--- src/hdl/assert_macros.svh ---
// ----------------------------------------------------------------------------
// assert_macros.svh
// Short forms for the concurrent checks used in the RTL.
// ----------------------------------------------------------------------------
`ifndef ASSERT_MACROS_SVH
`define ASSERT_MACROS_SVH

// Overlapping implication, disabled while reset is asserted
`define ASSERT_IMPLIES(label, clk, rst_n, ante, cons, msg) \
    label: assert property (@(posedge clk) disable iff (!rst_n) (ante) |-> (cons)) \
        else $error(msg);

// Next-cycle implication, disabled while reset is asserted
`define ASSERT_NEXT(label, clk, rst_n, ante, cons, msg) \
    label: assert property (@(posedge clk) disable iff (!rst_n) (ante) |=> (cons)) \
        else $error(msg);

`endif

--- src/hdl/kdrq_pkg.sv ---
// ----------------------------------------------------------------------------
// kdrq_pkg
// Types and constants for the key debounce, repeat and quadrature unit.
// ----------------------------------------------------------------------------
package kdrq_pkg;

    localparam int NUM_KEYS = 2;

    // Configuration register indexes
    typedef enum logic [1:0] {
        REG_SAMPLE_DIVIDER = 2'd0,
        REG_REPEAT_START   = 2'd1,
        REG_REPEAT_NEXT    = 2'd2,
        REG_REPEAT_KEYS    = 2'd3
    } cfg_reg_t;

    // Encoder take modes
    typedef enum logic [1:0] {
        TAKE_NONE  = 2'd0,
        TAKE_ALL   = 2'd1,
        TAKE_PAIRS = 2'd2,
        TAKE_QUADS = 2'd3
    } take_mode_t;

    // Reset values of the configuration registers
    localparam logic [7:0]          SAMPLE_DIVIDER_RST = 8'd10;
    localparam logic [7:0]          REPEAT_START_RST   = 8'd50;
    localparam logic [7:0]          REPEAT_NEXT_RST    = 8'd20;
    localparam logic [NUM_KEYS-1:0] REPEAT_KEYS_RST    = NUM_KEYS'(1);

    typedef struct packed {
        logic [NUM_KEYS-1:0] raw_keys_low;
        logic                phase_a;
        logic                phase_b;
        logic [NUM_KEYS-1:0] press_ack_mask;
        logic [NUM_KEYS-1:0] repeat_ack_mask;
        logic [1:0]          encoder_take;
    } kdrq_in_t;

    typedef struct packed {
        logic [NUM_KEYS-1:0] debounced_keys;
        logic [NUM_KEYS-1:0] press_taken;
        logic [NUM_KEYS-1:0] repeat_taken;
        logic signed [7:0]   encoder_steps;
    } kdrq_out_t;

endpackage

--- src/hdl/key_debounce_repeat_quadrature_unit.sv ---
// ----------------------------------------------------------------------------
// key_debounce_repeat_quadrature_unit
// Two-key vertical-counter debouncer with auto-repeat flags and a
// quadrature step accumulator, one timer tick per request.
// ----------------------------------------------------------------------------
// Usage:
//   in_valid/in_ready/in_data carry one timer tick per request: raw active-low
//   key levels, encoder phases, press and repeat acknowledges and an encoder
//   take. out_valid/out_ready/out_data return exactly one result per tick.
//   cfg_we/cfg_index/cfg_data write the divider and repeat registers; write
//   them only while no request is in flight.
//   Latency: a result is shown the cycle after its request is accepted.
//   Throughput: one request per clock, set by the single result register;
//   the whole tick update is one pass of logic on the state registers.
//   When the receiver stalls, the result register holds and in_ready drops
//   until the result is taken; in_ready stays high while out_ready is high.
//   Reset (rst_n low, asynchronous) restores the register defaults
//   (divider 10, repeat start 50, repeat next 20, repeat mask key zero),
//   clears the flags, accumulator and tick counter, sets the vertical
//   counters to all ones and loads the repeat countdown with 50.
// ----------------------------------------------------------------------------
`include "assert_macros.svh"

module key_debounce_repeat_quadrature_unit
    import kdrq_pkg::*;
(
    input  logic                clk,
    input  logic                rst_n,
    input  logic                in_valid,
    output logic                in_ready,
    input  kdrq_in_t            in_data,
    output logic                out_valid,
    input  logic                out_ready,
    output kdrq_out_t           out_data,
    input  logic                cfg_we,
    input  logic [1:0]          cfg_index,
    input  logic [7:0]          cfg_data
);

    // Configuration registers
    logic [7:0]          sample_divider_reg;
    logic [7:0]          repeat_start_reg;
    logic [7:0]          repeat_next_reg;
    logic [NUM_KEYS-1:0] repeat_keys_reg;

    // Tick state
    logic [NUM_KEYS-1:0] debounced_reg,  debounced_next;
    logic [NUM_KEYS-1:0] vcount_low_reg, vcount_low_next;
    logic [NUM_KEYS-1:0] vcount_high_reg, vcount_high_next;
    logic [NUM_KEYS-1:0] press_flags_reg, press_flags_next;
    logic [NUM_KEYS-1:0] repeat_flags_reg, repeat_flags_next;
    logic [7:0]          countdown_reg,  countdown_next;
    logic [7:0]          tick_count_reg, tick_count_next;
    logic [1:0]          last_phase_reg, last_phase_next;
    logic [7:0]          step_accum_reg, step_accum_next;

    // Result register
    logic                out_valid_reg;
    kdrq_out_t           out_data_reg,   out_data_next;

    logic                accept;

    // Intermediate terms of the tick update
    logic [NUM_KEYS-1:0] press_taken;
    logic [NUM_KEYS-1:0] repeat_taken;
    logic [NUM_KEYS-1:0] press_kept;
    logic [NUM_KEYS-1:0] repeat_kept;
    logic [NUM_KEYS-1:0] change_raw;
    logic [NUM_KEYS-1:0] change_ok;
    logic [NUM_KEYS-1:0] vl_new;
    logic [NUM_KEYS-1:0] vh_new;
    logic [NUM_KEYS-1:0] deb_new;
    logic [NUM_KEYS-1:0] held_rpt;
    logic [7:0]          cd_load;
    logic [7:0]          cd_dec;
    logic [7:0]          accum_kept;
    logic signed [7:0]   steps_out;
    logic [7:0]          div_eff;
    logic [7:0]          tick_inc;
    logic [1:0]          pos;
    logic [1:0]          phase_diff;

    assign accept    = in_valid && in_ready;
    assign in_ready  = !out_valid_reg || out_ready;
    assign out_valid = out_valid_reg;
    assign out_data  = out_data_reg;

    // Acknowledges and encoder take see the state from before the tick
    always_comb
    begin
        press_taken  = in_data.press_ack_mask & press_flags_reg;
        press_kept   = press_flags_reg ^ press_taken;
        repeat_taken = in_data.repeat_ack_mask & repeat_flags_reg;
        repeat_kept  = repeat_flags_reg ^ repeat_taken;

        case (take_mode_t'(in_data.encoder_take))
            TAKE_ALL:
            begin
                steps_out  = $signed(step_accum_reg);
                accum_kept = 8'd0;
            end
            TAKE_PAIRS:
            begin
                steps_out  = $signed(step_accum_reg) >>> 1;
                accum_kept = {7'd0, step_accum_reg[0]};
            end
            TAKE_QUADS:
            begin
                steps_out  = $signed(step_accum_reg) >>> 2;
                accum_kept = {6'd0, step_accum_reg[1:0]};
            end
            default:
            begin
                steps_out  = 8'sd0;
                accum_kept = step_accum_reg;
            end
        endcase
    end

    // Vertical-counter debounce and repeat countdown for one sample
    always_comb
    begin
        change_raw = debounced_reg ^ ~in_data.raw_keys_low;
        vl_new     = ~(vcount_low_reg & change_raw);
        vh_new     = vl_new ^ (vcount_high_reg & change_raw);
        change_ok  = change_raw & vl_new & vh_new;
        deb_new    = debounced_reg ^ change_ok;
        held_rpt   = deb_new & repeat_keys_reg;
        cd_load    = (held_rpt == '0) ? repeat_start_reg : countdown_reg;
        cd_dec     = cd_load - 8'd1;
    end

    // Tick divider and quadrature decode
    always_comb
    begin
        div_eff    = (sample_divider_reg == 8'd0) ? 8'd1 : sample_divider_reg;
        tick_inc   = tick_count_reg + 8'd1;
        pos        = {in_data.phase_a, in_data.phase_a ^ in_data.phase_b};
        phase_diff = last_phase_reg - pos;
    end

    // Next state of the tick
    always_comb
    begin
        debounced_next    = debounced_reg;
        vcount_low_next   = vcount_low_reg;
        vcount_high_next  = vcount_high_reg;
        press_flags_next  = press_kept;
        repeat_flags_next = repeat_kept;
        countdown_next    = countdown_reg;
        last_phase_next   = last_phase_reg;
        step_accum_next   = accum_kept;

        if (tick_count_reg == 8'd0)
        begin
            debounced_next   = deb_new;
            vcount_low_next  = vl_new;
            vcount_high_next = vh_new;
            press_flags_next = press_kept | (deb_new & change_ok);
            if (cd_dec == 8'd0)
            begin
                countdown_next    = repeat_next_reg;
                repeat_flags_next = repeat_kept | held_rpt;
            end
            else
            begin
                countdown_next = cd_dec;
            end
        end

        tick_count_next = (tick_inc >= div_eff) ? 8'd0 : tick_inc;

        // Single-step changes only; a double step is ignored
        if (phase_diff[0])
        begin
            last_phase_next = pos;
            step_accum_next = phase_diff[1] ? accum_kept + 8'd1 : accum_kept - 8'd1;
        end

        out_data_next.debounced_keys = debounced_next;
        out_data_next.press_taken    = press_taken;
        out_data_next.repeat_taken   = repeat_taken;
        out_data_next.encoder_steps  = steps_out;
    end

    // Configuration registers
    always_ff @(posedge clk or negedge rst_n)
    begin
        if (!rst_n)
        begin
            sample_divider_reg <= SAMPLE_DIVIDER_RST;
            repeat_start_reg   <= REPEAT_START_RST;
            repeat_next_reg    <= REPEAT_NEXT_RST;
            repeat_keys_reg    <= REPEAT_KEYS_RST;
        end
        else if (cfg_we)
        begin
            case (cfg_reg_t'(cfg_index))
                REG_SAMPLE_DIVIDER: sample_divider_reg <= cfg_data;
                REG_REPEAT_START:   repeat_start_reg   <= cfg_data;
                REG_REPEAT_NEXT:    repeat_next_reg    <= cfg_data;
                REG_REPEAT_KEYS:    repeat_keys_reg    <= cfg_data[NUM_KEYS-1:0];
                default:            ;
            endcase
        end
    end

    // Tick state, updated on each accepted request
    always_ff @(posedge clk or negedge rst_n)
    begin
        if (!rst_n)
        begin
            debounced_reg    <= '0;
            vcount_low_reg   <= '1;
            vcount_high_reg  <= '1;
            press_flags_reg  <= '0;
            repeat_flags_reg <= '0;
            countdown_reg    <= REPEAT_START_RST;
            tick_count_reg   <= 8'd0;
            last_phase_reg   <= 2'd0;
            step_accum_reg   <= 8'd0;
        end
        else if (accept)
        begin
            debounced_reg    <= debounced_next;
            vcount_low_reg   <= vcount_low_next;
            vcount_high_reg  <= vcount_high_next;
            press_flags_reg  <= press_flags_next;
            repeat_flags_reg <= repeat_flags_next;
            countdown_reg    <= countdown_next;
            tick_count_reg   <= tick_count_next;
            last_phase_reg   <= last_phase_next;
            step_accum_reg   <= step_accum_next;
        end
    end

    // Result valid
    always_ff @(posedge clk or negedge rst_n)
    begin
        if (!rst_n)
            out_valid_reg <= 1'b0;
        else if (accept)
            out_valid_reg <= 1'b1;
        else if (out_ready)
            out_valid_reg <= 1'b0;
    end

    // Result payload
    always_ff @(posedge clk)
    begin
        if (accept)
            out_data_reg <= out_data_next;
    end

    // Checks
    `ASSERT_IMPLIES(a_stall_blocks, clk, rst_n, out_valid && !out_ready, !in_ready, "request taken while result stalled")
    `ASSERT_NEXT(a_accept_result, clk, rst_n, accept, out_valid, "accepted request gave no result")
    `ASSERT_NEXT(a_press_subset, clk, rst_n, accept, (out_data.press_taken & ~$past(press_flags_reg)) == '0, "press returned that was not pending")
    `ASSERT_NEXT(a_no_take_zero, clk, rst_n, accept && (in_data.encoder_take == TAKE_NONE), out_data.encoder_steps == 8'sd0, "steps returned without a take")
    `ASSERT_IMPLIES(a_toggle_full, clk, rst_n, debounced_reg != $past(debounced_reg), ((debounced_reg ^ $past(debounced_reg)) & ~(vcount_low_reg & vcount_high_reg)) == '0, "key toggled before counter was full")

endmodule

--- config.mk ---
export PLATFORM = sky130hd
export DESIGN_NAME = key_debounce_repeat_quadrature_unit
export DESIGN_NICKNAME = d
export VERILOG_FILES = /design/src/hdl/kdrq_pkg.sv /design/src/hdl/key_debounce_repeat_quadrature_unit.sv
export VERILOG_INCLUDE_DIRS = /design/src /design/src/hdl
export SDC_FILE = /design/constraint.sdc
export NUM_CORES = 1
export LEC_CHECK = 0
export BUFFER_PORTS_ARGS = -buffer_cell sky130_fd_sc_hd__buf_2
export CORE_ASPECT_RATIO = 0.7
export CORE_MARGIN = 2
export CORE_UTILIZATION = 55
export DETAILED_ROUTE_END_ITERATION = 8
export PLACE_DENSITY = 0.75
export REMOVE_ABC_BUFFERS = 1
export SLEW_MARGIN = 20
export SYNTH_ARGS = -nofsm -noshare
export SYNTH_HDL_FRONTEND = slang
export SYNTH_SLANG_ARGS = --single-unit
export TNS_END_PERCENT = 5
--- constraint.sdc ---
create_clock -name clk -period 8.2 [get_ports clk]
set_clock_uncertainty 0.2 [all_clocks]
set_input_delay 1.23 -clock clk [delete_from_list [all_inputs] [get_ports clk]]
set_output_delay 1.23 -clock clk [all_outputs]
set_load 0.005 [all_outputs]
==> results.cfg <==
[logic_synthesis]
ys_ff_latch = 77
netlist_area_um2 = 4390
yosys_warnings = 0
synth_top_area_share_pct = 27.4
synth_area_leader_cell = dfrtp_1
synthArstFlopShare_pct = 81.8
avgSynthCellArea_um2 = 10.2
synth_edf_count = 14
ys.flop_type = dfrtp_1
ys_seq_area_share_pct = 45.9
syn_inst = 431
synth_cell_types = 53
yosys-top-cells-area = dfrtp_1 (27%), edfxtp_1 (9.6%), dfstp_2 (9.0%)

[timing]
final_hold_viol_count = 0
setup_tns_ps = 0
slew_viol_final = 0
tightest_slew_ps = 1040
fin_crit_sh_pct = 55.5
maxSlewHeadroom_pct = 30.4
fin_crit_ps = 4550
setup_viol = 0
fmax_ghz = 0.220
rsz0062_at_grt = no

[power]
finalPower_mw = 1.73
pwr-share-seq_pct = 35.3
power_frac_clock_pct = 25.2
combPwrFrac_pct = 39.6
p_sw_mw = 0.631
pwr_density_cell_nw_per_um2 = 347
vdd_drop_max_uv = 153
p_leak_nw = 2.23
p_sw_share_pct = 36.6
intPower_mw = 1.10

[job]
cap_violations = 0

[drt]
post_drt_via_cell_ratio = 5.74
wire_per_inst_um = 16.3
dr.pass1.iters = 4
ant_nets = 0
wirelength_mm = 9.39
drc_errors = 0
via_count = 3313
drtIter0Drc = 188

[clock_network]
clock-root-buffer = clkbuf_16
cts_tree = done
clk-insertion-delay-late_ps = 330
clk_path_buf_depth = 2
cts_buffers = 9
path_clk_slew_ps = 60
cts_max_level = 3
hold_buffers = 0
cts_resized = 0
post_cts_buffers = 0
clkSinkCount = 77

[place]
gp_congestion = 0.901
hpwl_mm = 6.71
port_buffers = 40

[worst_setup_path]
critPathKind = input port to flop
critPathCaptureType = flop
cp.required_ps = 8220
r2r-end = repeat_flags_reg[0]$_DFFE_PN0P_
regToRegSetupSlack_ps = 4180
reg2reg_depth = 13
r2r_start = debounced_reg[1]$_DFFE_PN0P_
critical_path.max_fanout = 11
start_kind = input port
crit_arrival_ps = 4570

[floorplan]
die_x_um = 111
die_h_um = 78.7
die-area_um2 = 8720
initial_utilization_pct = 56.2
rows = 27
io_pins = 41
core-area_um2 = 7800

[global_routing]
grtUsageTotal_pct = 22.8
grt_pass1_wl_mm = 15.8
grt_max_degree = 64
grt_pass1_vias = 3235
grt-ovfl-total = 0
antenna_found_initial = 0

[layout]
nets = 518
multi_input_area_um2 = 2200
largest_register_ffs = 14
drive_gt1_share_pct = 22.7
regArea_um2 = 2020
antenna_cells = 0
nFillCells = 626
syn2layout_area_growth_pct = 13.5

[hold_path]
hold_class = flop to flop
min_from = repeat_next_reg[1]$_DFFE_PN0P_
holdPathEnd = repeat_next_reg[1]$_DFFE_PN0P_
whs_path_depth = 1

[outcome]
status = complete, no violations
## area by class of cell
class / instances / share of cell area, %
clock buffer: 11 / 4.87
clock inverter: 5 / 1.66
inverter: 27 / 2.04
multi-input combinational: 314 / 44.1
sequential: 77 / 40.5
tap: 101 / 2.54
timing repair buffer: 42 / 4.32
## cell usage after synthesis, types with 3 or more instances
library cell and number:
nand3b_1 3, a21o_1 7, nor3_1 8, o21a_1 8
o21ai_0 29, dfstp_2 15, o211ai_1 6, clkbuf_1 8
a21oi_1 16, a22o_1 9, nor4_1 5, nor2_1 25
nor3b_1 3, nand3_1 12, edfxtp_1 14, xor2_1 13
xnor2_1 12, o21ai_1 3, nand2_1 50, nor2b_1 4
inv_1 27, nand2b_1 5, a31oi_1 4, ha_1 21
and2_1 9, mux2_2 24, or2b_2 3, dfrtp_1 48
mux2i_1 10
## metrics by stage
stage / area (um^2) / setup slack [ps] / utilization (%) / hold slack (ps) / instances
floorplan: 4310 / 3910 / - / 250 / 418
global placement: 4650 / 3550 / 59.6 / 270 / 561
detailed placement: 4650 / 3330 / 59.6 / 286 / 561
CTS: 4970 / 3660 / 63.7 / 308 / 577
global route: 4980 / 3350 / 63.8 / 332 / 577
finish: 4980 / 3650 / 63.8 / 308 / 577
## kinds of logic after synthesis
group                    Yosys count  synth area share, %
AO/OA/AOI/OAI                     94                 13.9
XOR/XNOR                          25                 4.99
adder cells (fa/ha/maj)           22                 6.44
buffers and inverters             40                 4.22
flip-flops                        77                 45.9
multiplexers                      34                 8.44
AND/OR/NAND/NOR                  139                 16.1
## worst max path at each step
stage	end	slack (ps)	cells past startpoint	startpoint
3_3_place_gp	countdown_reg[0]$_DFFE_PN0P_	3550	14	in_data[9]
6_report	repeat_flags_reg[0]$_DFFE_PN0P_	3650	14	in_data[9]
5_1_grt	countdown_reg[0]$_DFFE_PN0P_	3350	14	in_data[9]
4_1_cts	countdown_reg[0]$_DFFE_PN0P_	3660	14	in_data[9]
2_1_floorplan	countdown_reg[0]$_DFFE_PN0P_	3910	13	in_data[9]
3_5_place_dp	countdown_reg[0]$_DFFE_PN0P_	3330	14	in_data[9]
## critical path, cell delays in order
cell,delay (ps)
buf_2,100
xnor2_1,230
nor3b_1,260
ha_1,250
nor2b_4,70
nor2_1,680
mux2i_1,370
ha_1,320
inv_1,120
o32ai_1,340
a21oi_2,100
nand3b_4,150
inv_1,80
a32o_1,260
## layout by cell type, fill, tap and decap left out, types with 15 or more instances in the layout
master,count
a21oi_1,16
ha_1,21
dfrtp_1,48
nor2_1,24
dfstp_2,15
o21ai_0,29
buf_2,40
nand2_1,50
mux2_2,24
inv_1,27
## power groups by stage
stage / clock network (mW) / registers (mW) / logic (mW)
after detailed placement: 0 / 0.612 / 0.671
final: 0.435 / 0.609 / 0.683
after global placement: 0 / 0.607 / 0.644
after floorplan: 0 / 0.583 / 0.532
after global routing: 0.456 / 0.625 / 0.770
after CTS: 0.442 / 0.606 / 0.681
## routing by layer
| layer | track usage (%) | routed length, um | up-vias | part of all wire (%) |
|---|---|---|---|---|
| met5 | 0 | 0 | - | 0 |
| met4 | 8.00 | 138 | 0 | 1.5 |
| met3 | 5.27 | 444 | 9 | 4.7 |
| met2 | 34.7 | 4130 | 85 | 44 |
| met1 | 32.4 | 4670 | 1604 | 50 |
| li1 | - | - | 1615 | - |
No activity file was read; power rests on OpenSTA's default activity.
